## config.mk

```make
export PLATFORM = sky130hd
export DESIGN_NAME = c_source_tokenizer_top_flat
export DESIGN_NICKNAME = d
export VERILOG_FILES = /design/src/hdl/ctk_pkg.sv /design/src/hdl/ctk_if.sv /design/src/hdl/ctk_lexer.sv /design/src/hdl/c_source_tokenizer_top.sv /design/src/flat_wrapper.sv
export SDC_FILE = /design/constraint.sdc
export NUM_CORES = 1
export LEC_CHECK = 0
export ABC_AREA = 1
export BUFFER_PORTS_ARGS = -buffer_cell sky130_fd_sc_hd__clkbuf_2
export CORE_AREA = 2 2 315 317
export CTS_CLUSTER_SIZE = 16
export DETAILED_ROUTE_END_ITERATION = 8
export DIE_AREA = 0 0 317 319
export PLACE_DENSITY = 0.47
export SYNTH_ARGS = -nofsm -noshare
export SYNTH_HDL_FRONTEND = slang
export SYNTH_SLANG_ARGS = --single-unit
export TNS_END_PERCENT = 30
```

## constraint.sdc

```tcl
create_clock -name clk -period 14.45 [get_ports clk]
set_clock_uncertainty 0.05 [all_clocks]
set_input_delay 1.445 -clock clk [delete_from_list [all_inputs] [get_ports clk]]
set_output_delay 1.445 -clock clk [all_outputs]
set_load 0.02 [all_outputs]
```

## src/hdl/ctk_pkg.sv

```systemverilog
`timescale 1ns / 1ps
`default_nettype none

package ctk_pkg;

  typedef enum logic [3:0] {
    KIND_END       = 4'd0,
    KIND_SYMBOL    = 4'd1,
    KIND_SEPARATOR = 4'd2,
    KIND_COMMENT   = 4'd3,
    KIND_PREPROC   = 4'd4,
    KIND_STRING    = 4'd5,
    KIND_CHARLIT   = 4'd6,
    KIND_NUMBER    = 4'd7,
    KIND_KEYWORD   = 4'd8
  } kind_t;

  localparam logic [3:0] KW_NONE   = 4'd0;
  localparam logic [3:0] KW_CHAR   = 4'd1;
  localparam logic [3:0] KW_INT    = 4'd2;
  localparam logic [3:0] KW_FLOAT  = 4'd3;
  localparam logic [3:0] KW_VOID   = 4'd4;
  localparam logic [3:0] KW_BOOL   = 4'd5;
  localparam logic [3:0] KW_CONST  = 4'd6;
  localparam logic [3:0] KW_STATIC = 4'd7;
  localparam logic [3:0] KW_INLINE = 4'd8;

  localparam logic [7:0] CH_NUL = 8'h00;
  localparam logic [7:0] CH_NL  = 8'h0A;

  typedef struct packed {
    kind_t       kind;
    logic [3:0]  kw;
    logic [31:0] offset;
    logic [15:0] length;
    logic [19:0] row;
    logic [15:0] column;
    logic        last;
  } tok_t;

  // results of one processed byte, tok[0] first
  typedef struct packed {
    logic [1:0]      n;
    tok_t [1:0]      tok;
  } emit_t;

  function automatic logic is_space(input logic [7:0] c);
    return (c == 8'd32) || ((c >= 8'd9) && (c <= 8'd13));
  endfunction

  function automatic logic is_digit(input logic [7:0] c);
    return (c >= "0") && (c <= "9");
  endfunction

  function automatic logic is_sep(input logic [7:0] c);
    return (c == ".") || (c == ",") || (c == ";") || (c == "(") || (c == ")") ||
           (c == "[") || (c == "]") || (c == "{") || (c == "}") || (c == "*") ||
           (c == "=");
  endfunction

  // w[0] is the first byte of the symbol
  function automatic logic [3:0] kw_lookup(input logic [5:0][7:0] w,
                                           input logic [15:0]     len);
    logic [3:0] id;
    id = KW_NONE;
    if (len == 16'd4 && {w[0], w[1], w[2], w[3]} == "char") id = KW_CHAR;
    if (len == 16'd3 && {w[0], w[1], w[2]} == "int") id = KW_INT;
    if (len == 16'd5 && {w[0], w[1], w[2], w[3], w[4]} == "float") id = KW_FLOAT;
    if (len == 16'd4 && {w[0], w[1], w[2], w[3]} == "void") id = KW_VOID;
    if (len == 16'd4 && {w[0], w[1], w[2], w[3]} == "bool") id = KW_BOOL;
    if (len == 16'd5 && {w[0], w[1], w[2], w[3], w[4]} == "const") id = KW_CONST;
    if (len == 16'd6 && {w[0], w[1], w[2], w[3], w[4], w[5]} == "static") id = KW_STATIC;
    if (len == 16'd6 && {w[0], w[1], w[2], w[3], w[4], w[5]} == "inline") id = KW_INLINE;
    return id;
  endfunction

endpackage

`default_nettype wire

```

## src/hdl/ctk_if.sv

```systemverilog
`timescale 1ns / 1ps
`default_nettype none

interface ctk_in_if;
  logic       valid;
  logic       ready;
  logic [7:0] char_code;

  modport source (output valid, output char_code, input ready);
  modport sink   (input valid, input char_code, output ready);
endinterface

interface ctk_out_if;
  logic        valid;
  logic        ready;
  logic [3:0]  token_kind;
  logic [3:0]  keyword_id;
  logic [31:0] token_offset;
  logic [15:0] token_length;
  logic [19:0] token_row;
  logic [15:0] token_column;
  logic        last;

  modport source (output valid, output token_kind, output keyword_id, output token_offset,
                  output token_length, output token_row, output token_column,
                  output last, input ready);
  modport sink   (input valid, input token_kind, input keyword_id, input token_offset,
                  input token_length, input token_row, input token_column,
                  input last, output ready);
endinterface

`default_nettype wire

```

## src/hdl/ctk_lexer.sv

```systemverilog
`timescale 1ns / 1ps
`default_nettype none

module ctk_lexer #(
  parameter logic [31:0] MAX_TOKEN_LENGTH     = 32'd65535,
  parameter int          KEYWORD_BUFFER_BYTES = 6
) (
  input  logic           clk,
  input  logic           rst_n,
  input  logic           go,
  input  logic [7:0]     char_code,
  output ctk_pkg::emit_t emit
);

  localparam logic [15:0] LEN_CAP =
    (MAX_TOKEN_LENGTH > 32'd65535) ? 16'hFFFF : MAX_TOKEN_LENGTH[15:0];
  localparam int KBW = $clog2(KEYWORD_BUFFER_BYTES);
  localparam logic [15:0] KB_LEN = 16'(KEYWORD_BUFFER_BYTES);

  typedef enum logic [3:0] {
    M_IDLE, M_PRE, M_PRE_ESC, M_CM_SLASH, M_CM_LINE, M_CM_LINE_ESC,
    M_CM_BLOCK, M_CM_BLOCK_ESC, M_CM_BLOCK_STAR, M_CM_TRAIL, M_STR,
    M_STR_ESC, M_CHAR, M_NUM_INT, M_NUM_FRAC, M_SYM
  } mode_t;

  mode_t          mode_r, mode_nxt;
  ctk_pkg::kind_t pkind_r, pkind_nxt;
  logic [31:0]    poff_r, poff_nxt;
  logic [15:0]    plen_r, plen_nxt;
  logic [19:0]    prow_r, prow_nxt;
  logic [15:0]    pcol_r, pcol_nxt;
  logic [31:0]    boff_r, boff_nxt;
  logic [19:0]    crow_r, crow_nxt;
  logic [15:0]    ccol_r, ccol_nxt;
  logic [7:0]     wbuf_r [KEYWORD_BUFFER_BYTES];
  logic [7:0]     wbuf_nxt [KEYWORD_BUFFER_BYTES];
  logic           wlong_r, wlong_nxt;
  logic [1:0]     ccnt_r, ccnt_nxt;

  logic             emit_old, do_idle, add_cur, close_cur, close_new, eot;
  logic [5:0][7:0]  w6;
  logic [3:0]       old_kw;
  ctk_pkg::tok_t    old_tok, pend_tok, end_tok;
  ctk_pkg::emit_t   emit_c;

  always_comb begin
    for (int i = 0; i < 6; i++) begin
      w6[i] = wbuf_r[i];
    end
  end

  assign old_kw = (pkind_r == ctk_pkg::KIND_SYMBOL && !wlong_r) ?
                  ctk_pkg::kw_lookup(w6, plen_r) : ctk_pkg::KW_NONE;

  always_comb begin
    old_tok.kind   = (old_kw != ctk_pkg::KW_NONE) ? ctk_pkg::KIND_KEYWORD : pkind_r;
    old_tok.kw     = old_kw;
    old_tok.offset = poff_r;
    old_tok.length = plen_r;
    old_tok.row    = prow_r;
    old_tok.column = pcol_r;
    old_tok.last   = 1'b0;
  end

  always_comb begin
    mode_nxt  = mode_r;
    pkind_nxt = pkind_r;
    poff_nxt  = poff_r;
    plen_nxt  = plen_r;
    prow_nxt  = prow_r;
    pcol_nxt  = pcol_r;
    wbuf_nxt  = wbuf_r;
    wlong_nxt = wlong_r;
    ccnt_nxt  = ccnt_r;
    emit_old  = 1'b0;
    do_idle   = 1'b0;
    add_cur   = 1'b0;
    close_cur = 1'b0;
    close_new = 1'b0;
    eot       = (char_code == ctk_pkg::CH_NUL);

    case (mode_r)
      M_IDLE: begin
        do_idle = 1'b1;
      end
      M_PRE: begin
        if (char_code == ctk_pkg::CH_NL) begin
          emit_old = 1'b1;
          do_idle  = 1'b1;
        end else begin
          add_cur = 1'b1;
          if (char_code == "\\") mode_nxt = M_PRE_ESC;
        end
      end
      M_PRE_ESC: begin
        add_cur  = 1'b1;
        mode_nxt = M_PRE;
      end
      M_CM_SLASH: begin
        if (char_code == "/") begin
          add_cur  = 1'b1;
          mode_nxt = M_CM_LINE;
        end else if (char_code == "*") begin
          add_cur  = 1'b1;
          mode_nxt = M_CM_BLOCK_STAR;
        end else if (ctk_pkg::is_space(char_code)) begin
          add_cur  = 1'b1;
          mode_nxt = M_CM_TRAIL;
        end else begin
          emit_old = 1'b1;
          do_idle  = 1'b1;
        end
      end
      M_CM_LINE: begin
        add_cur = 1'b1;
        if (char_code == ctk_pkg::CH_NL) mode_nxt = M_CM_TRAIL;
        else if (char_code == "\\") mode_nxt = M_CM_LINE_ESC;
      end
      M_CM_LINE_ESC: begin
        add_cur  = 1'b1;
        mode_nxt = M_CM_LINE;
      end
      M_CM_BLOCK: begin
        add_cur = 1'b1;
        if (char_code == "\\") mode_nxt = M_CM_BLOCK_ESC;
        else if (char_code == "*") mode_nxt = M_CM_BLOCK_STAR;
      end
      M_CM_BLOCK_ESC: begin
        add_cur  = 1'b1;
        mode_nxt = M_CM_BLOCK;
      end
      M_CM_BLOCK_STAR: begin
        add_cur  = 1'b1;
        mode_nxt = (char_code == "/") ? M_CM_TRAIL : M_CM_BLOCK;
      end
      M_CM_TRAIL: begin
        if (ctk_pkg::is_space(char_code)) begin
          add_cur = 1'b1;
        end else if (char_code == "/") begin
          add_cur  = 1'b1;
          mode_nxt = M_CM_SLASH;
        end else begin
          emit_old = 1'b1;
          do_idle  = 1'b1;
        end
      end
      M_STR: begin
        add_cur = 1'b1;
        if (char_code == "\"") close_cur = 1'b1;
        else if (char_code == "\\") mode_nxt = M_STR_ESC;
      end
      M_STR_ESC: begin
        add_cur  = 1'b1;
        mode_nxt = M_STR;
      end
      M_CHAR: begin
        add_cur = 1'b1;
        if (ccnt_r == 2'd3) ccnt_nxt = (char_code == "\\") ? 2'd2 : 2'd1;
        else if (ccnt_r == 2'd2) ccnt_nxt = 2'd1;
        else begin
          ccnt_nxt  = 2'd0;
          close_cur = 1'b1;
        end
      end
      M_NUM_INT: begin
        if (ctk_pkg::is_digit(char_code)) begin
          add_cur = 1'b1;
        end else if (char_code == ".") begin
          add_cur  = 1'b1;
          mode_nxt = M_NUM_FRAC;
        end else begin
          emit_old = 1'b1;
          do_idle  = 1'b1;
        end
      end
      M_NUM_FRAC: begin
        if (ctk_pkg::is_digit(char_code)) begin
          add_cur = 1'b1;
        end else begin
          emit_old = 1'b1;
          do_idle  = 1'b1;
        end
      end
      M_SYM: begin
        if (ctk_pkg::is_sep(char_code) || ctk_pkg::is_space(char_code)) begin
          emit_old = 1'b1;
          do_idle  = 1'b1;
        end else begin
          add_cur = 1'b1;
        end
      end
      default: begin
        do_idle = 1'b1;
      end
    endcase

    if (close_cur || emit_old || do_idle) mode_nxt = M_IDLE;

    if (add_cur) begin
      if (mode_r == M_SYM && !wlong_r) begin
        if (plen_r < KB_LEN) wbuf_nxt[plen_r[KBW-1:0]] = char_code;
        else wlong_nxt = 1'b1;
      end
      if (plen_r < LEN_CAP) plen_nxt = plen_r + 16'd1;
    end

    if (do_idle && !ctk_pkg::is_space(char_code)) begin
      poff_nxt  = boff_r;
      prow_nxt  = crow_r;
      pcol_nxt  = ccol_r;
      plen_nxt  = 16'd1;
      wlong_nxt = 1'b0;
      if (char_code == "#") begin
        pkind_nxt = ctk_pkg::KIND_PREPROC;
        mode_nxt  = M_PRE;
      end else if (ctk_pkg::is_sep(char_code)) begin
        pkind_nxt = ctk_pkg::KIND_SEPARATOR;
        close_new = 1'b1;
      end else if (char_code == "/") begin
        pkind_nxt = ctk_pkg::KIND_COMMENT;
        mode_nxt  = M_CM_SLASH;
      end else if (char_code == "\"") begin
        pkind_nxt = ctk_pkg::KIND_STRING;
        mode_nxt  = M_STR;
      end else if (char_code == "'") begin
        pkind_nxt = ctk_pkg::KIND_CHARLIT;
        mode_nxt  = M_CHAR;
        ccnt_nxt  = 2'd3;
      end else if (ctk_pkg::is_digit(char_code)) begin
        pkind_nxt = ctk_pkg::KIND_NUMBER;
        mode_nxt  = M_NUM_INT;
      end else begin
        pkind_nxt   = ctk_pkg::KIND_SYMBOL;
        mode_nxt    = M_SYM;
        wbuf_nxt[0] = char_code;
      end
    end

    boff_nxt = (boff_r != 32'hFFFF_FFFF) ? boff_r + 32'd1 : boff_r;
    if (char_code == ctk_pkg::CH_NL) begin
      crow_nxt = (crow_r != 20'hF_FFFF) ? crow_r + 20'd1 : crow_r;
      ccol_nxt = 16'd1;
    end else begin
      crow_nxt = crow_r;
      ccol_nxt = (ccol_r != 16'hFFFF) ? ccol_r + 16'd1 : ccol_r;
    end

    // end of text: back to reset state
    if (eot) begin
      mode_nxt  = M_IDLE;
      pkind_nxt = ctk_pkg::KIND_END;
      poff_nxt  = 32'd0;
      plen_nxt  = 16'd0;
      prow_nxt  = 20'd1;
      pcol_nxt  = 16'd1;
      boff_nxt  = 32'd0;
      crow_nxt  = 20'd1;
      ccol_nxt  = 16'd1;
      wlong_nxt = 1'b0;
      ccnt_nxt  = 2'd0;
    end
  end

  always_comb begin
    pend_tok.kind   = pkind_nxt;
    pend_tok.kw     = ctk_pkg::KW_NONE;
    pend_tok.offset = poff_nxt;
    pend_tok.length = plen_nxt;
    pend_tok.row    = prow_nxt;
    pend_tok.column = pcol_nxt;
    pend_tok.last   = 1'b1;

    end_tok.kind   = ctk_pkg::KIND_END;
    end_tok.kw     = ctk_pkg::KW_NONE;
    end_tok.offset = boff_r;
    end_tok.length = 16'd0;
    end_tok.row    = crow_r;
    end_tok.column = ccol_r;
    end_tok.last   = 1'b1;

    if (eot) begin
      emit_c.n      = (mode_r != M_IDLE) ? 2'd2 : 2'd1;
      emit_c.tok[1] = end_tok;
      emit_c.tok[0] = (mode_r != M_IDLE) ? old_tok : end_tok;
    end else begin
      emit_c.n      = {1'b0, emit_old} + {1'b0, close_cur || close_new};
      emit_c.tok[1] = pend_tok;
      emit_c.tok[0] = emit_old ? old_tok : pend_tok;
    end
    emit_c.tok[0].last = (emit_c.n == 2'd1);
    if (!go) emit_c.n = 2'd0;
  end

  assign emit = emit_c;

  always_ff @(posedge clk) begin
    if (!rst_n) begin
      mode_r  <= M_IDLE;
      pkind_r <= ctk_pkg::KIND_END;
      poff_r  <= 32'd0;
      plen_r  <= 16'd0;
      prow_r  <= 20'd1;
      pcol_r  <= 16'd1;
      boff_r  <= 32'd0;
      crow_r  <= 20'd1;
      ccol_r  <= 16'd1;
      wlong_r <= 1'b0;
      ccnt_r  <= 2'd0;
    end else if (go) begin
      mode_r  <= mode_nxt;
      pkind_r <= pkind_nxt;
      poff_r  <= poff_nxt;
      plen_r  <= plen_nxt;
      prow_r  <= prow_nxt;
      pcol_r  <= pcol_nxt;
      boff_r  <= boff_nxt;
      crow_r  <= crow_nxt;
      ccol_r  <= ccol_nxt;
      wlong_r <= wlong_nxt;
      ccnt_r  <= ccnt_nxt;
    end
  end

  always_ff @(posedge clk) begin
    if (go) wbuf_r <= wbuf_nxt;
  end

`ifndef SYNTHESIS
  a_two_results_kind: assert property (@(posedge clk) disable iff (!rst_n)
    emit.n == 2'd2 |-> (emit.tok[1].kind == ctk_pkg::KIND_SEPARATOR ||
                        emit.tok[1].kind == ctk_pkg::KIND_END))
    else $error("second result of a byte is neither separator nor end");

  a_last_flag: assert property (@(posedge clk) disable iff (!rst_n)
    emit.n == 2'd2 |-> (!emit.tok[0].last && emit.tok[1].last))
    else $error("last flag misplaced on two-result byte");

  a_eot_restart: assert property (@(posedge clk) disable iff (!rst_n)
    go && char_code == ctk_pkg::CH_NUL |=>
      (mode_r == M_IDLE && boff_r == 32'd0 && crow_r == 20'd1 && ccol_r == 16'd1))
    else $error("position not restarted after end of text");
`endif

endmodule

`default_nettype wire

```

## src/hdl/c_source_tokenizer_top.sv

```systemverilog
// C source tokenizer.
// in_chan (valid/ready) carries one source byte per transfer; byte 0 ends the
// text, flushes any open token, emits an end token and restarts positions.
// out_chan (valid/ready) carries one token per transfer: kind, keyword id,
// offset, length, row, column, and last on the final token caused by a byte.
// A byte yields zero, one or two tokens.
// A token caused by a byte is offered once that byte has passed the input
// register and then the lexer step that writes the result queue.
// Throughput: one byte per cycle while each byte yields at most one token and
// out_chan accepts each token; the single result port limits it to one token
// per cycle, so bytes giving two tokens lower the byte rate.
// A four-entry result queue sits between the lexer and out_chan; the lexer
// steps only when at least two entries are free, so a stalled receiver backs
// up the queue and then in_chan.ready drops. Nothing is lost or repeated.
// Reset (rst_n low, synchronous) empties the queue and the input register and
// returns the lexer to row 1, column 1, offset 0, between tokens.
`timescale 1ns / 1ps
`default_nettype none

module c_source_tokenizer_top #(
  parameter logic [31:0] MAX_TOKEN_LENGTH     = 32'd65535,
  parameter int          KEYWORD_BUFFER_BYTES = 6
) (
  input  logic      clk,
  input  logic      rst_n,
  ctk_in_if.sink    in_chan,
  ctk_out_if.source out_chan
);

  localparam int QDEPTH = 4;

  logic [7:0]     byte_r;
  logic           bvld_r;
  logic           go;
  ctk_pkg::emit_t emit;

  ctk_pkg::tok_t  q_r [QDEPTH];
  logic [1:0]     rd_r, wr_r;
  logic [2:0]     cnt_r;
  logic           pop;
  ctk_pkg::tok_t  head;

  assign go            = bvld_r && (cnt_r <= 3'd2);
  assign in_chan.ready = !bvld_r || go;

  always_ff @(posedge clk) begin
    if (!rst_n) begin
      bvld_r <= 1'b0;
    end else if (in_chan.valid && in_chan.ready) begin
      bvld_r <= 1'b1;
    end else if (go) begin
      bvld_r <= 1'b0;
    end
  end

  always_ff @(posedge clk) begin
    if (in_chan.valid && in_chan.ready) byte_r <= in_chan.char_code;
  end

  ctk_lexer #(
    .MAX_TOKEN_LENGTH    (MAX_TOKEN_LENGTH),
    .KEYWORD_BUFFER_BYTES(KEYWORD_BUFFER_BYTES)
  ) u_lexer (
    .clk      (clk),
    .rst_n    (rst_n),
    .go       (go),
    .char_code(byte_r),
    .emit     (emit)
  );

  assign pop = out_chan.valid && out_chan.ready;

  always_ff @(posedge clk) begin
    if (!rst_n) begin
      rd_r  <= 2'd0;
      wr_r  <= 2'd0;
      cnt_r <= 3'd0;
    end else begin
      rd_r  <= rd_r + {1'b0, pop};
      wr_r  <= wr_r + emit.n;
      cnt_r <= cnt_r + {1'b0, emit.n} - {2'b00, pop};
    end
  end

  always_ff @(posedge clk) begin
    if (emit.n != 2'd0) q_r[wr_r] <= emit.tok[0];
    if (emit.n == 2'd2) q_r[wr_r + 2'd1] <= emit.tok[1];
  end

  assign head = q_r[rd_r];

  assign out_chan.valid        = (cnt_r != 3'd0);
  assign out_chan.token_kind   = head.kind;
  assign out_chan.keyword_id   = head.kw;
  assign out_chan.token_offset = head.offset;
  assign out_chan.token_length = head.length;
  assign out_chan.token_row    = head.row;
  assign out_chan.token_column = head.column;
  assign out_chan.last         = head.last;

`ifndef SYNTHESIS
  a_queue_bound: assert property (@(posedge clk) disable iff (!rst_n)
    cnt_r <= 3'(QDEPTH))
    else $error("result queue overflow");

  a_held_byte: assert property (@(posedge clk) disable iff (!rst_n)
    bvld_r && !go |=> (bvld_r && $stable(byte_r)))
    else $error("waiting byte lost or changed");

  a_no_underflow: assert property (@(posedge clk) disable iff (!rst_n)
    cnt_r == 3'd0 && emit.n == 2'd0 |=> cnt_r == 3'd0)
    else $error("queue count moved without a transfer");
`endif

endmodule

`default_nettype wire

```

## src/flat_wrapper.sv

```systemverilog
// flat-port wrapper written by rule: the top's interface ports become plain ports
module c_source_tokenizer_top_flat 
#(
  parameter logic [31:0] MAX_TOKEN_LENGTH     = 32'd65535,
  parameter int          KEYWORD_BUFFER_BYTES = 6
)
  (clk, rst_n, in_chan_valid, in_chan_char_code, in_chan_ready, out_chan_valid, out_chan_token_kind, out_chan_keyword_id, out_chan_token_offset, out_chan_token_length, out_chan_token_row, out_chan_token_column, out_chan_last, out_chan_ready);
  ctk_in_if in_chan_i ();
  ctk_out_if out_chan_i ();
  input  logic clk;
  input  logic rst_n;
  input wire logic [$bits(in_chan_i.valid)-1:0] in_chan_valid;
  input wire logic [$bits(in_chan_i.char_code)-1:0] in_chan_char_code;
  output wire logic [$bits(in_chan_i.ready)-1:0] in_chan_ready;
  output wire logic [$bits(out_chan_i.valid)-1:0] out_chan_valid;
  output wire logic [$bits(out_chan_i.token_kind)-1:0] out_chan_token_kind;
  output wire logic [$bits(out_chan_i.keyword_id)-1:0] out_chan_keyword_id;
  output wire logic [$bits(out_chan_i.token_offset)-1:0] out_chan_token_offset;
  output wire logic [$bits(out_chan_i.token_length)-1:0] out_chan_token_length;
  output wire logic [$bits(out_chan_i.token_row)-1:0] out_chan_token_row;
  output wire logic [$bits(out_chan_i.token_column)-1:0] out_chan_token_column;
  output wire logic [$bits(out_chan_i.last)-1:0] out_chan_last;
  input wire logic [$bits(out_chan_i.ready)-1:0] out_chan_ready;
  assign in_chan_i.valid = in_chan_valid;
  assign in_chan_i.char_code = in_chan_char_code;
  assign in_chan_ready = in_chan_i.ready;
  assign out_chan_valid = out_chan_i.valid;
  assign out_chan_token_kind = out_chan_i.token_kind;
  assign out_chan_keyword_id = out_chan_i.keyword_id;
  assign out_chan_token_offset = out_chan_i.token_offset;
  assign out_chan_token_length = out_chan_i.token_length;
  assign out_chan_token_row = out_chan_i.token_row;
  assign out_chan_token_column = out_chan_i.token_column;
  assign out_chan_last = out_chan_i.last;
  assign out_chan_i.ready = out_chan_ready;
  c_source_tokenizer_top #(.MAX_TOKEN_LENGTH(MAX_TOKEN_LENGTH), .KEYWORD_BUFFER_BYTES(KEYWORD_BUFFER_BYTES)) u_core (.clk(clk), .rst_n(rst_n), .in_chan(in_chan_i), .out_chan(out_chan_i));
endmodule
```

# After elaboration in Yosys (flattened, before gate mapping)
# Memories as Yosys holds them, arrays and structs flattened. A register that Yosys moved wholly into a read port is not among the register bits.
# Cells that the tools add are included.
# totals
reg_bits	227
latchBits	0
ramBits	372
rom_bits	0
in_bits	12
word_cells	285
memories	1
# mem_list
memory	words	word_bits	read_ports	rd_ports_with_merged_regs	write_ports	line	rtl
u_core.q_r	4	93	1	1	2	c_source_tokenizer_top.sv:37	ctk_pkg::tok_t q_r [QDEPTH];
# classes
addsub	10
n_mul	0
div	0
magnitude_cmp	9
eq_ne	54
shift	0
muxes	133
bitwise	1
reduce_logical	55
# op_table
operator	n
two-way mux 188 bit	1
two-way mux 93 bit	2
two-way mux 16 bit	9
two-way mux 48 bit	3
two-way mux 4 bit	33
two-way mux 32 bit	4
two-way mux 20 bit	5
== test 32 x 31 -> 1 bit (second input constant)	3
== test 48 x 47 -> 1 bit (second input constant)	2
== test 8 x 6 -> 1 bit (second input constant)	12
== test 40 x 39 -> 1 bit (second input constant)	2
two-way mux 8 bit	8
bitwise mux 48 bit	1
== test 16 x 3 -> 1 bit (second input constant)	3
one-hot mux 4 bit (12 select lines)	1
== test 8 x 7 -> 1 bit (second input constant)	5
two-way mux 1 bit	39
adder 16 x 1 -> 16 bit (second input constant)	2
adder 32 x 1 -> 32 bit (second input constant)	1
== test 4 bit (second input constant)	8
!= test 32 bit (second input constant)	1
two-way mux 2 bit	15
demux 8 bit (select 3 bit)	1
== test 24 x 23 -> 1 bit (second input constant)	1
43 further kinds	100

# Logic depth before layout (Yosys ltp)
# Gate-level depths: netlist of run 1.
# depth
depth_word	23
mapped_depth	25
depth_no_buf	22

# Cells and area by module
# A second synthesis of run 1 with hierarchy kept.
# hier_totals
cells_unflattened	4410
hier_area_um2	33653.5
# modules_own_cells
module	instances	cells_per_inst	area_per_inst_um2	seq_area_each_um2
c_source_tokenizer_top	1	1899	18397.6	11571.1
ctk_lexer	1	2511	15255.9	4704.5

# Worst setup path after synthesis of run 1
# Ideal clock, no wire load.
# synth_path
path_type	register -> register
startpoint	register u_core.byte_r[1]
endpoint	memory u_core.q_r[1][85] in the netlist's numbering
setup_ns	0.126
t_arrival_ns	4.998
slack_ns	9.276
stages_incl_launch_ff	24
path_buffers	3
synth_period_minus_slack_ns	5.174
path_cell_list	edfxtp_1 > buf_6 > nor2_4 > nand2_1 > nand2_1 > nor2_1 > nor2_4 > nand3_1 > nand2_2 > nand4_4 > buf_4 > buf_6 > o21bai_1 > ha_1 > nand2_1 > nand2_2 > nand2_4 > inv_2 > nor2_4 > nand3_2 > nand2_1 > inv_1 > nand2_1 > o21ai_0
# synth_rtl
element	line	rtl
from (decl)	c_source_tokenizer_top.sv:32	logic [7:0] byte_r;
from (signal assigned)	c_source_tokenizer_top.sv:57	if (in_chan.valid && in_chan.ready) byte_r <= in_chan.char_code;
to (decl)	c_source_tokenizer_top.sv:37	

==> run metrics, run 1 <==
grt total ovfl 0; layout cells sized above 1 0.0816; RSZ-0062 raised after global routing no; CTS tree done; Yosys warnings 0; initial antenna violation count 1; Synth Area in Compound Gates 0.154; die width 317 um; syn_nets 4,540; H-tree depth 3; # IOs around 110; status complete, no violations; Unique masters post-synth between 50 and 60; Seq/Total Area, Yosys 0.472; asr flop ratio synth 0; Leak 15.1 nW; Hold Fails Final Rpt 0; crit-path max FO 87; # setup viols final 0; DR iter-0 viols 2,699; Syn Inst Count roughly 4.5k; CP Capture Type primary output; switching power 0.00246 W; Post-Route Setup TNS 0 ps; worst r2r path cells 15; CP startpoint kind flip-flop; DR vias 31.5k; CP Class reg -> out; Fillers 10.2k; I/O Buffers 106; commonest non-fill, non-tap cell in the layout nand2_1; Total Wirelength 123 mm; classification of the worst-slack hold path reg -> reg; Yosys top cell area share 0.360; Detail Route Antenna Nets 0; post-CTS sizing 0; Die ar. between 100,000 and 150,000 sq um; Synth Area in Simple Gates 0.291; XOR/XNOR Fraction of Synth Area 0.00644; nets 4,497; FF+latch count, synth 599; CP arrival 4100 ps; Synth Area in Adders 0.00537; vias per cell 5.41; Root Driver clkbuf_16; main combinational cell family by area after synthesis simple AND/OR/NAND/NOR gates; routed len/inst around 21 um; CP Data Required Time approximately 13,000 ps; Finished Core Util 0.386; Final Cycle Share 0.387; Pint 0.00346 W; TritonRoute pass-1 iters 6; number of global-route vias before repair 30.0k; Final Max Tran Viols 0; Skew-Pair Late Insertion Delay 650 ps; clk buf depth 3; num rows about 120; Hold-fix buffers, CTS 0; die height 319 um; DRC 0; global placement routability congestion 0.870; highest-count cells in the layout ignoring fill and taps 1,292 x nand2_1, 431 x nand3_1, 413 x nor2_1; All-Layer GR Usage 0.239; Area contributors post-synth edfxtp_1 36%, nand2_1 14%, dfxtp_1 11%, nand3_1 6.3%, o21ai_0 5.3%; mux contribution to synthesized area 0; Setup Buffers After CTS 0; EDFF count, synth 408; max_cap viols 0; Layout area overhead 10.8%; Clock Sinks 599; Clock power frac 0.308; WHS Path Cells 2; Hold WS 415 ps; Top FF cell, synth edfxtp_1; switch share 0.415; core footprint 97,700 sq um; actual slew at the worst max-slew pin 1240 ps; largest net degree at the start of global routing 128; Cell Pwr Density about 160 nW/um^2; Comb power frac 0.354; Max rail drop VDD 0.000152 V; Antenna diodes 0; Synth area leader edfxtp_1; Syn Area/Cell between 7 and 8 sq um; Flop pwr share 0.338; Peak Freq 179 MHz; Clk pin slew, worst setup/hold paths 60 ps; Initial Util 0.348; CTS buffer count 74; hpwl dp 72.2 mm; min cycle time layout 5590 ps; Mapped Area 34,000 sq um; slew margin rel. 0.174; first-pass GRT wire length 185 mm
-- power groups by stage --
stage,Combinational [W],Sequential [W],Clock [W]
after floorplan,0.00147,0.00199,0
after global placement,0.00210,0.00204,0
after detailed placement,0.00208,0.00204,0
after CTS,0.00209,0.00200,0.00186
after global routing,0.00233,0.00201,0.00193
final,0.00210,0.00200,0.00182
-- per-stage QoR --
stage / power, W / instance area (sq um) / cells / worst slack, ps
floorplan: 0.00345 / 34000 / 4514 / 9280
global placement: 0.00413 / 35400 / 5682 / 9130
detailed placement: 0.00412 / 35400 / 5682 / 9010
CTS: 0.00596 / 37700 / 5819 / 8760
global route: 0.00627 / 37700 / 5819 / 8620
finish: 0.00592 / 37700 / 5819 / 8860
-- logic make-up (layout without fill, tap and decap cells) --
family                   count (synthesis)  after routing
AO/OA/AOI/OAI                          954            954
AND/OR/NAND/NOR                       2337           2337
flip-flops                             599            599
adder cells (fa/ha/maj)                 14             14
buffers and inverters                  585            603
XOR/XNOR                                25             25
-- area by class of cell --
class                           count  area, sq um  share of cell area
Clock buffer                       95         1990              0.0529
Clock inverter                     42          338             0.00896
Sequential cell                   599        16100               0.427
Inverter                          324         1240              0.0329
Tap cell                         1287         1610              0.0427
Multi-Input combinational cell   3330        15600               0.414
Timing Repair Buffer              142          813              0.0216
-- synth_stat cells (13+ instances only) --
library cell,number
clkbuf_1,160
dfxtp_1,191
a21oi_1,242
buf_4,22
edfxtp_1,408
o22ai_1,94
ha_1,13
inv_1,302
nor2_1,413
o21ai_2,21
inv_2,17
buf_2,59
nor3_1,69
a22oi_1,67
nand4_1,45
a211oi_1,17
nand2_1,1297
o21ai_1,132
xor2_1,22
nand3_1,431
o21ai_0,358
buf_1,13
nand3_2,16
-- metal layers --
layer	global-route usage	up-vias	share of wire
met5	0	-	0.00011
li1	-	15261	-
met1	0.330	14971	0.46
met3	0.0364	199	0.062
met2	0.378	1020	0.45
met4	0.0839	2	0.032
-- registers in the layout (all words and copies together), names as in the netlist, 2 cells and up, named ones only --
register and count:
u_core.u_lexer.mode_r 4, u_core.q_r 372, u_core.u_lexer.w6 8, u_core.u_lexer.pkind_r 4, u_core.u_lexer.poff_r 32, u_core.u_lexer.pcol_r 16, u_core.u_lexer.crow_r 20, u_core.u_lexer.boff_r 32
u_core.wr_r 2, u_core.u_lexer.plen_r 16, u_core.u_lexer.ccol_r 16, u_core.byte_r 8, u_core.u_lexer.ccnt_r 2, u_core.u_lexer.prow_r 20, u_core.cnt_r 3, u_core.rd_r 2
-- critical path, cell delays in order (launching register included) --
cell	delay, ps
dfxtp_4	720
buf_4	710
buf_4	890
o21ai_0	230
o22ai_1	570
clkbuf_2	280
-- final timing paths --
kind	start	end	slack, ps
max	u_core.rd_r[0]	out_chan_token_kind[2]	8860
min	u_core.u_lexer.ccnt_r[0]	u_core.u_lexer.ccnt_r[0]	410
max reg2reg	u_core.byte_r[1]	u_core.q_r[1][23]	8980
min reg2reg	u_core.u_lexer.ccnt_r[0]	u_core.u_lexer.ccnt_r[0]	410
No activity file was read; power rests on OpenSTA's default activity.
==> inputs of run 2 (changes only) <==
- ABC_AREA: 1 -> 0
- CORE_AREA: 2 2 315 317 -> 2 2 290 292
- DIE_AREA: 0 0 317 319 -> 0 0 292 294
- clock period: 14.45 -> 5.4 ns (I/O delays scaled with it)
==> run 2 against run 1 <==
  * Hold slack lost 360 ps
  * Sequential share of layout area increased by 5.7 points
  * Non-clock buffer count increased by 58
  * Routed wire length down 26%
  * Sequential power rose to 2.6 times the previous value
  * Worst setup slack lost 8500 ps
  * Via count down 34%
  * Utilization grew 1.6 points
  * Global-route usage down 2.9 points
  * Flip-flop and latch count stayed put
  * Cell count is 38% lower
  * Critical path depth increased by 8
==> run metrics, run 2 <==
status complete, no violations (unchanged); worst r2r path cells 13 (was 15); nets 2,473 (was 4,497); routed len/inst 25.4 um (was 21.1 um); Leak 10.8 nW (was 15.1 nW); number of global-route vias before repair 21.0k (was 30.0k); Final Max Tran Viols 0 (unchanged); hpwl dp 56.5 mm (was 72.2 mm); CP arrival 5370 ps (was 4100 ps); max reg flops 372 (unchanged); Bufs and invs on worst path 1 (was 3); Unique masters post-synth 93 (was 53); initial antenna violation count 1 (unchanged); slowest cell on the critical path or4b_1 (was buf_4); Pint 0.00882 W (was 0.00346 W); Comb power frac 0.202 (was 0.354); Layout area overhead 15.6% (was 10.8%); Final Cycle Share 0.935; CTS tree done (unchanged); FF+latch count, synth 599 (unchanged); min cycle time layout between 5000 and 6000 ps; Root Driver clkbuf_16 (unchanged); CP cell instances or4b_1, o32a_1, o22ai_1, o221ai_2, or2_2, o21ai_0, ha_1, o31ai_1, nor3_1, a41oi_2, o221ai_4, buf_12, a22o_1 (was buf_4, buf_4, o21ai_0, o22ai_1, clkbuf_2); num rows 106 (was 115); Finished Core Util 0.401 (was 0.386); syn_nets 2,421 (was 4,540); Clock Sinks 599 (unchanged); cell family with most CP delay compound AO/OA/AOI/OAI gates (was buffers and inverters); EDFF count, synth 408 (unchanged); grt total ovfl 0 (unchanged); max_cap viols 0 (unchanged); Syn Inst Count 2,395 (was 4,514); switching power 0.00377 W (was 0.00246 W); mux contribution to synthesized area 0.0769 (was 0); Detail Route Antenna Nets 0 (unchanged); Skew-Pair Late Insertion Delay 620 ps (was 650 ps); most frequent cell after synthesis edfxtp_1 (was nand2_1); Mapped Area 28,800 sq um (was 34,000 sq um); actual slew at the worst max-slew pin 1180 ps (was 1240 ps); CTS buffer count 70 (was 74); Setup Buffers After CTS 0 (unchanged); classification of the worst-slack hold path in -> reg (was reg -> reg); Synth area leader edfxtp_1 (unchanged); CP Data Required Time 5720 ps (was 12,950 ps); post-CTS sizing 0 (unchanged); register area 16,100 sq um (unchanged); Hold-fix buffers, CTS 0 (unchanged); Flop pwr share 0.411 (was 0.338); slew margin rel. 0.205 (was 0.174); Post-Route Setup TNS 0 ps (unchanged); Synth Area in Compound Gates 0.177 (was 0.154); r2r endpoint u_core.q_r[0][22] (was u_core.q_r[1][23]); CP Capture Type flip-flop (was primary output); Hold Fails Final Rpt 0 (unchanged); H-tree depth 3 (unchanged); All-Layer GR Usage 0.210 (was 0.239); DRC 0 (unchanged); DR vias 20.9k (was 31.5k); XOR/XNOR Fraction of Synth Area 0.0167 (was 0.00644); Top Registers u_core.q_r: 372 flops, u_core.u_lexer.boff_r: 32 flops, u_core.u_lexer.poff_r: 32 flops (unchanged); Clk pin slew, worst setup/hold paths 60 ps (about the same); Cell Pwr Density 378 nW/um^2 (was 157 nW/um^2); Worst Setup SP u_core.byte_r[7] (was u_core.rd_r[0]); DR iter-0 viols 1,644 (was 2,699); largest net degree at the start of global routing 79 (was 128); # IOs 107 (unchanged); Yosys top cell area share 0.426 (was 0.360); worst setup margin 350 ps (was 8860 ps); asr flop ratio synth 0 (unchanged); Non-Filler Instances 3,584 (was 5,819); clk buf depth 3 (unchanged); die width 292 um (was 317 um); Peak Freq 198 MHz; global placement routability congestion 0.836 (was 0.870); Initial Util 0.347 (was 0.348); die height 294 um (was 319 um); CP startpoint kind flip-flop (unchanged); Reg2Reg Setup Slack 350 ps (was 8980 ps); Clock power frac 0.387 (was 0.308); switch share 0.300 (was 0.415); # setup viols final 0 (unchanged); Antenna diodes 0 (unchanged); Max rail drop VDD 0.000228 V (was 0.000152 V); Placed Area 30,900 sq um (was 35,400 sq um); core footprint 82,900 sq um (was 97,700 sq um); Yosys warnings 0 (unchanged); Seq/Total Area, Yosys 0.558 (was 0.472); WP depth 13 (was 5); Post-synth top cells 408 x edfxtp_1, 274 x a22o_1, 191 x dfxtp_1, 151 x nand2_1, 141 x clkbuf_1 (was 1,297 x nand2_1, 431 x nand3_1, 413 x nor2_1, 408 x edfxtp_1, 358 x o21ai_0); first-pass GRT wire length 137 mm (was 185 mm); vias per cell 5.82 (was 5.41); I/O Buffers 106 (unchanged); Fillers 7,808 (was 10.2k); layout cells sized above 1 0.185 (was 0.0816); Area contributors post-synth edfxtp_1 43%, dfxtp_1 13%, a22o_1 8.3%, mux4_2 7.3%, o21ai_0 2.1% (was edfxtp_1 36%, nand2_1 14%, dfxtp_1 11%, nand3_1 6.3%, o21ai_0 5.3%); Top FF cell, synth edfxtp_1 (unchanged); Die ar. 85,800 sq um (was 101,000 sq um); Synth Area in Adders 0.00635 (was 0.00537); CP Class reg -> reg (was reg -> out); crit path to u_core.q_r[0][22] (was out_chan_token_kind[2]); Total Wirelength 91.1 mm (was 123 mm); highest-count cells in the layout ignoring fill and taps 408 x edfxtp_1, 274 x a22o_1, 189 x dfxtp_1 (was 1,292 x nand2_1, 431 x nand3_1, 413 x nor2_1); critical path's largest stage delay 670 ps (was 890 ps); main combinational cell family by area after synthesis compound AO/OA/AOI/OAI gates (was simple AND/OR/NAND/NOR gates); commonest non-fill, non-tap cell in the layout edfxtp_1 (was nand2_1); Syn Area/Cell 12.0 sq um (was 7.54 sq um); multi-input logic area 11,800 sq um (was 15,600 sq um); r2r startpoint u_core.byte_r[7] (was u_core.byte_r[1]); Synth Area in Simple Gates 0.127 (was 0.291); Non-Filler Cell Area, Final 33,300 sq um (was 37,700 sq um); RSZ-0062 raised after global routing no (unchanged); dpl ws 433 ps (was 9010 ps); crit-path max FO 68 (was 87); worst hold start in_chan_char_code[1] (was u_core.u_lexer.ccnt_r[0]); placed cells 3,455 (was 5,682); Reg with most FFs u_core.q_r (unchanged); TritonRoute pass-1 iters 5 (was 6)
run 2: changes by cell type after synthesis, sizes merged, moves of 186 or more:
cell / previous run / this run
nand2: 1307 / 151
nand3: 448 / 84
inv: 320 / 32
a21oi: 243 / 57
nor2: 434 / 131
a22o: 0 / 274
o21ai: 511 / 122
run 2: worst min-delay path by stage:
stage	end	cells after the start
6_report	u_core.byte_r[1]	1
5_1_grt	u_core.byte_r[2]	1
4_1_cts	u_core.byte_r[1]	1
3_5_place_dp	u_core.q_r[2][85]	2
3_3_place_gp	u_core.q_r[2][87]	2
2_1_floorplan	u_core.q_r[1][87]	2
run 2: cell families (layout without fill, tap and decap cells):
family	Yosys count	in the layout
buffers and inverters	253	362
DFF	599	599
xor gates and xnor gates	55	55
adders and majority gates	14	14
AOI/OAI and AO/OA	669	669
and+or+nand+nor	701	701
muxes	104	104
run 2: through the flow:
stage,total power (W),hold WS [ps]
floorplan,0.00685,388
global placement,0.00785,400
detailed placement,0.00785,406
CTS,0.0127,14.3
global route,0.0131,28.8
finish,0.0126,54.6
run 2: final cells by class:
type                    count  area share
flip-flops and latches    599       0.483
repair buffers            200      0.0478
well taps                1080      0.0406
multi-input cells        1543       0.353
clock buffers              89      0.0582
clock inverters            40      0.0129
inverters                  33     0.00384
run 2: power by group through the flow:
| stage | sequential [W] | combinational (W) | clock [W] |
|---|---|---|---|
| after global placement | 0.00527 | 0.00258 | 0 |
| after floorplan | 0.00514 | 0.00171 | 0 |
| final | 0.00517 | 0.00255 | 0.00487 |
| after CTS | 0.00518 | 0.00258 | 0.00498 |
| after global routing | 0.00520 | 0.00271 | 0.00515 |
| after detailed placement | 0.00528 | 0.00257 | 0 |
run 2: metal layers:
metal,part of all wire,track usage
met4,0.023,0.0564
met3,0.050,0.0351
met1,0.43,0.271
met2,0.50,0.364
met5,0,0
==> inputs of run 3 (changes only) <==
- CAP_MARGIN: default -> 5
- clock period: 5.4 -> 5.8 ns (I/O delays scaled with it)
==> run 3 against run 2 <==
  * Total power fell by 8.1%
  * Critical endpoint is now u_core.q_r[1][14]
  * Largest cell class unchanged
  * Hold slack better by 55 ps
  * Clock power fell by 9.4%
  * Fmax is 2.1% lower
==> run metrics, run 3 (same netlist as run 2, synthesis figures left out) <==
worst r2r path cells 13 (unchanged); TritonRoute pass-1 iters 5 (unchanged); classification of the worst-slack hold path in -> reg (unchanged); All-Layer GR Usage 0.208 (was 0.210); Total Wirelength 90.6 mm (was 91.1 mm); WHS Path Cells 1 (unchanged); slew margin rel. 0.125 (was 0.205); hpwl dp 55.9 mm (was 56.5 mm); Clock Sinks 599 (unchanged); Top Registers u_core.q_r: 372 flops, u_core.u_lexer.boff_r: 32 flops, u_core.u_lexer.poff_r: 32 flops (unchanged); routed len/inst 25.3 um (was 25.4 um); Skew-Pair Late Insertion Delay 620 ps (about the same); Initial Util 0.347 (unchanged); Non-Filler Instances 3,577 (was 3,584); Critical Path Most Common Cell nor2_1; Root Driver clkbuf_16 (unchanged); DRC 0 (unchanged); Detail Route Antenna Nets 0 (unchanged); global placement routability congestion 0.831 (was 0.836); Post-Route Setup TNS 0 ps (unchanged); num rows 106 (unchanged); worst hold start in_chan_char_code[4] (was in_chan_char_code[1]); layout cells sized above 1 0.179 (was 0.185); CP Class reg -> reg (unchanged); Clk pin slew, worst setup/hold paths 60 ps (about the same); CP arrival 5470 ps (was 5370 ps); Setup Buffers After CTS 0 (unchanged); Worst Setup SP u_core.byte_r[7] (unchanged); grt total ovfl 0 (unchanged); die height 294 um (unchanged); critical path's largest stage delay 680 ps (was 670 ps); DR iter-0 viols 1,637 (was 1,644); dpl ws 730 ps (was 433 ps); initial antenna violation count 2 (was 1); vias per cell 5.86 (was 5.82); CTS tree done (unchanged); Reg with most FFs u_core.q_r (unchanged); Final Max Tran Viols 0 (unchanged); min cycle time layout 5160 ps (was 5050 ps); CTS buffer count 70 (unchanged); Antenna diodes 0 (unchanged); Layout area overhead 14.8% (was 15.6%); Peak Freq 194 MHz (was 198 MHz); Cell Pwr Density 350 nW/um^2 (was 378 nW/um^2); CP startpoint kind flip-flop (unchanged); die width 292 um (unchanged); post-CTS sizing 0 (unchanged); Final Cycle Share 0.889 (was 0.935); clk buf depth 3 (unchanged); RSZ-0062 raised after global routing no (unchanged); commonest non-fill, non-tap cell in the layout edfxtp_1 (unchanged); # setup viols final 0 (unchanged); actual slew at the worst max-slew pin 1300 ps (was 1180 ps); CP cell instances or4b_1, or3_1, a21boi_2, o211ai_2, nor2_1, inv_1, ha_1, o31ai_1, nor2_1, a41oi_2, o221ai_4, buf_12, a22o_1 (was or4b_1, o32a_1, o22ai_1, o221ai_2, or2_2, o21ai_0, ha_1, o31ai_1, nor3_1, a41oi_2, o221ai_4, buf_12, a22o_1); nets 2,465 (was 2,473); crit-path max FO 68 (unchanged); Hold Fails Final Rpt 0 (unchanged); status complete, no violations (unchanged); core footprint 82,900 sq um (unchanged); Power Total 0.0116 W (was 0.0126 W); Die ar. 85,800 sq um (unchanged); H-tree depth 3 (unchanged); highest-count cells in the layout ignoring fill and taps 408 x edfxtp_1, 274 x a22o_1, 189 x dfxtp_1 (unchanged); slowest cell on the critical path or4b_1 (unchanged); Leak 10.7 nW (was 10.8 nW); DR vias 21.0k (was 20.9k); max_cap viols 0 (unchanged); placed cells 3,447 (was 3,455); CP Capture Type flip-flop (unchanged); largest net degree at the start of global routing 69 (was 79); I/O Buffers 106 (unchanged); number of global-route vias before repair 20.9k (was 21.0k); Hold-fix buffers, CTS 0 (unchanged); worst setup margin 641 ps (was 350 ps); Max rail drop VDD 0.000184 V (was 0.000228 V); r2r startpoint u_core.byte_r[7] (unchanged); max reg flops 372 (unchanged); first-pass GRT wire length 136 mm (was 137 mm); CP Data Required Time 6110 ps (was 5720 ps); # IOs 107 (unchanged)
## run 3: cell types whose count changed in the layout (fill, tap and decap cells not counted), moves of 2 or more
cell and delta:
clkbuf_1 +7, inv_16 +2, buf_12 -8, bufinv_16 -4, clkbuf_8 +2, clkinv_2 -7
## run 3: per-stage QoR
step	util	hold slack [ps]	instance area [sq um]
floorplan	-	388	28800
global placement	0.371	399	30700
detailed placement	0.371	412	30700
CTS	0.399	71.3	33000
global route	0.399	77.2	33000
finish	0.399	109	33000
## run 3: per-layer routing
metal / track usage / vias to the layer above / share of wire
li1: - / 9458 / -
met1: 0.273 / 10751 / 0.43
met2: 0.363 / 611 / 0.50
met3: 0.0262 / 146 / 0.044
met4: 0.0553 / 0 / 0.023
met5: 0 / - / 0
## run 3: power by group
part	total [W]	leakage [nW]	switching (W)	internal, W
Combinational	0.00232	4.16	0.00147	0.000847
Clock	0.00441	1.11	0.00187	0.00254
Sequential	0.00484	5.41	0.000188	0.00465
## run 3: worst max-delay path, delay by kind of cell, from the launching register on
kind                     cells  cell delay (ps)
adder cells (fa/ha/maj)      1              360
flip-flops                   1              380
AO/OA/AOI/OAI                6             1920
buffers and inverters        2              360
AND/OR/NAND/NOR              4             1780
## run 3: path summary, 6_finish.rpt
path / end / slack, ps
worst min-delay path: u_core.byte_r[4] / 110
worst max register to register: u_core.q_r[1][14] / 640
worst max-delay path: u_core.q_r[1][14] / 640
worst min register to register: u_core.q_r[0][87] / 420
## run 3: final cells by class
| type | count | area, sq um |
|---|---|---|
| clock buffer | 97 | 1960 |
| clock inverter | 33 | 339 |
| fill | 7803 | 49800 |
| inverter | 33 | 126 |
| multi-input combinational | 1543 | 11800 |
| sequential | 599 | 16100 |
| tap | 1080 | 1350 |
| timing repair buffer | 192 | 1430 |
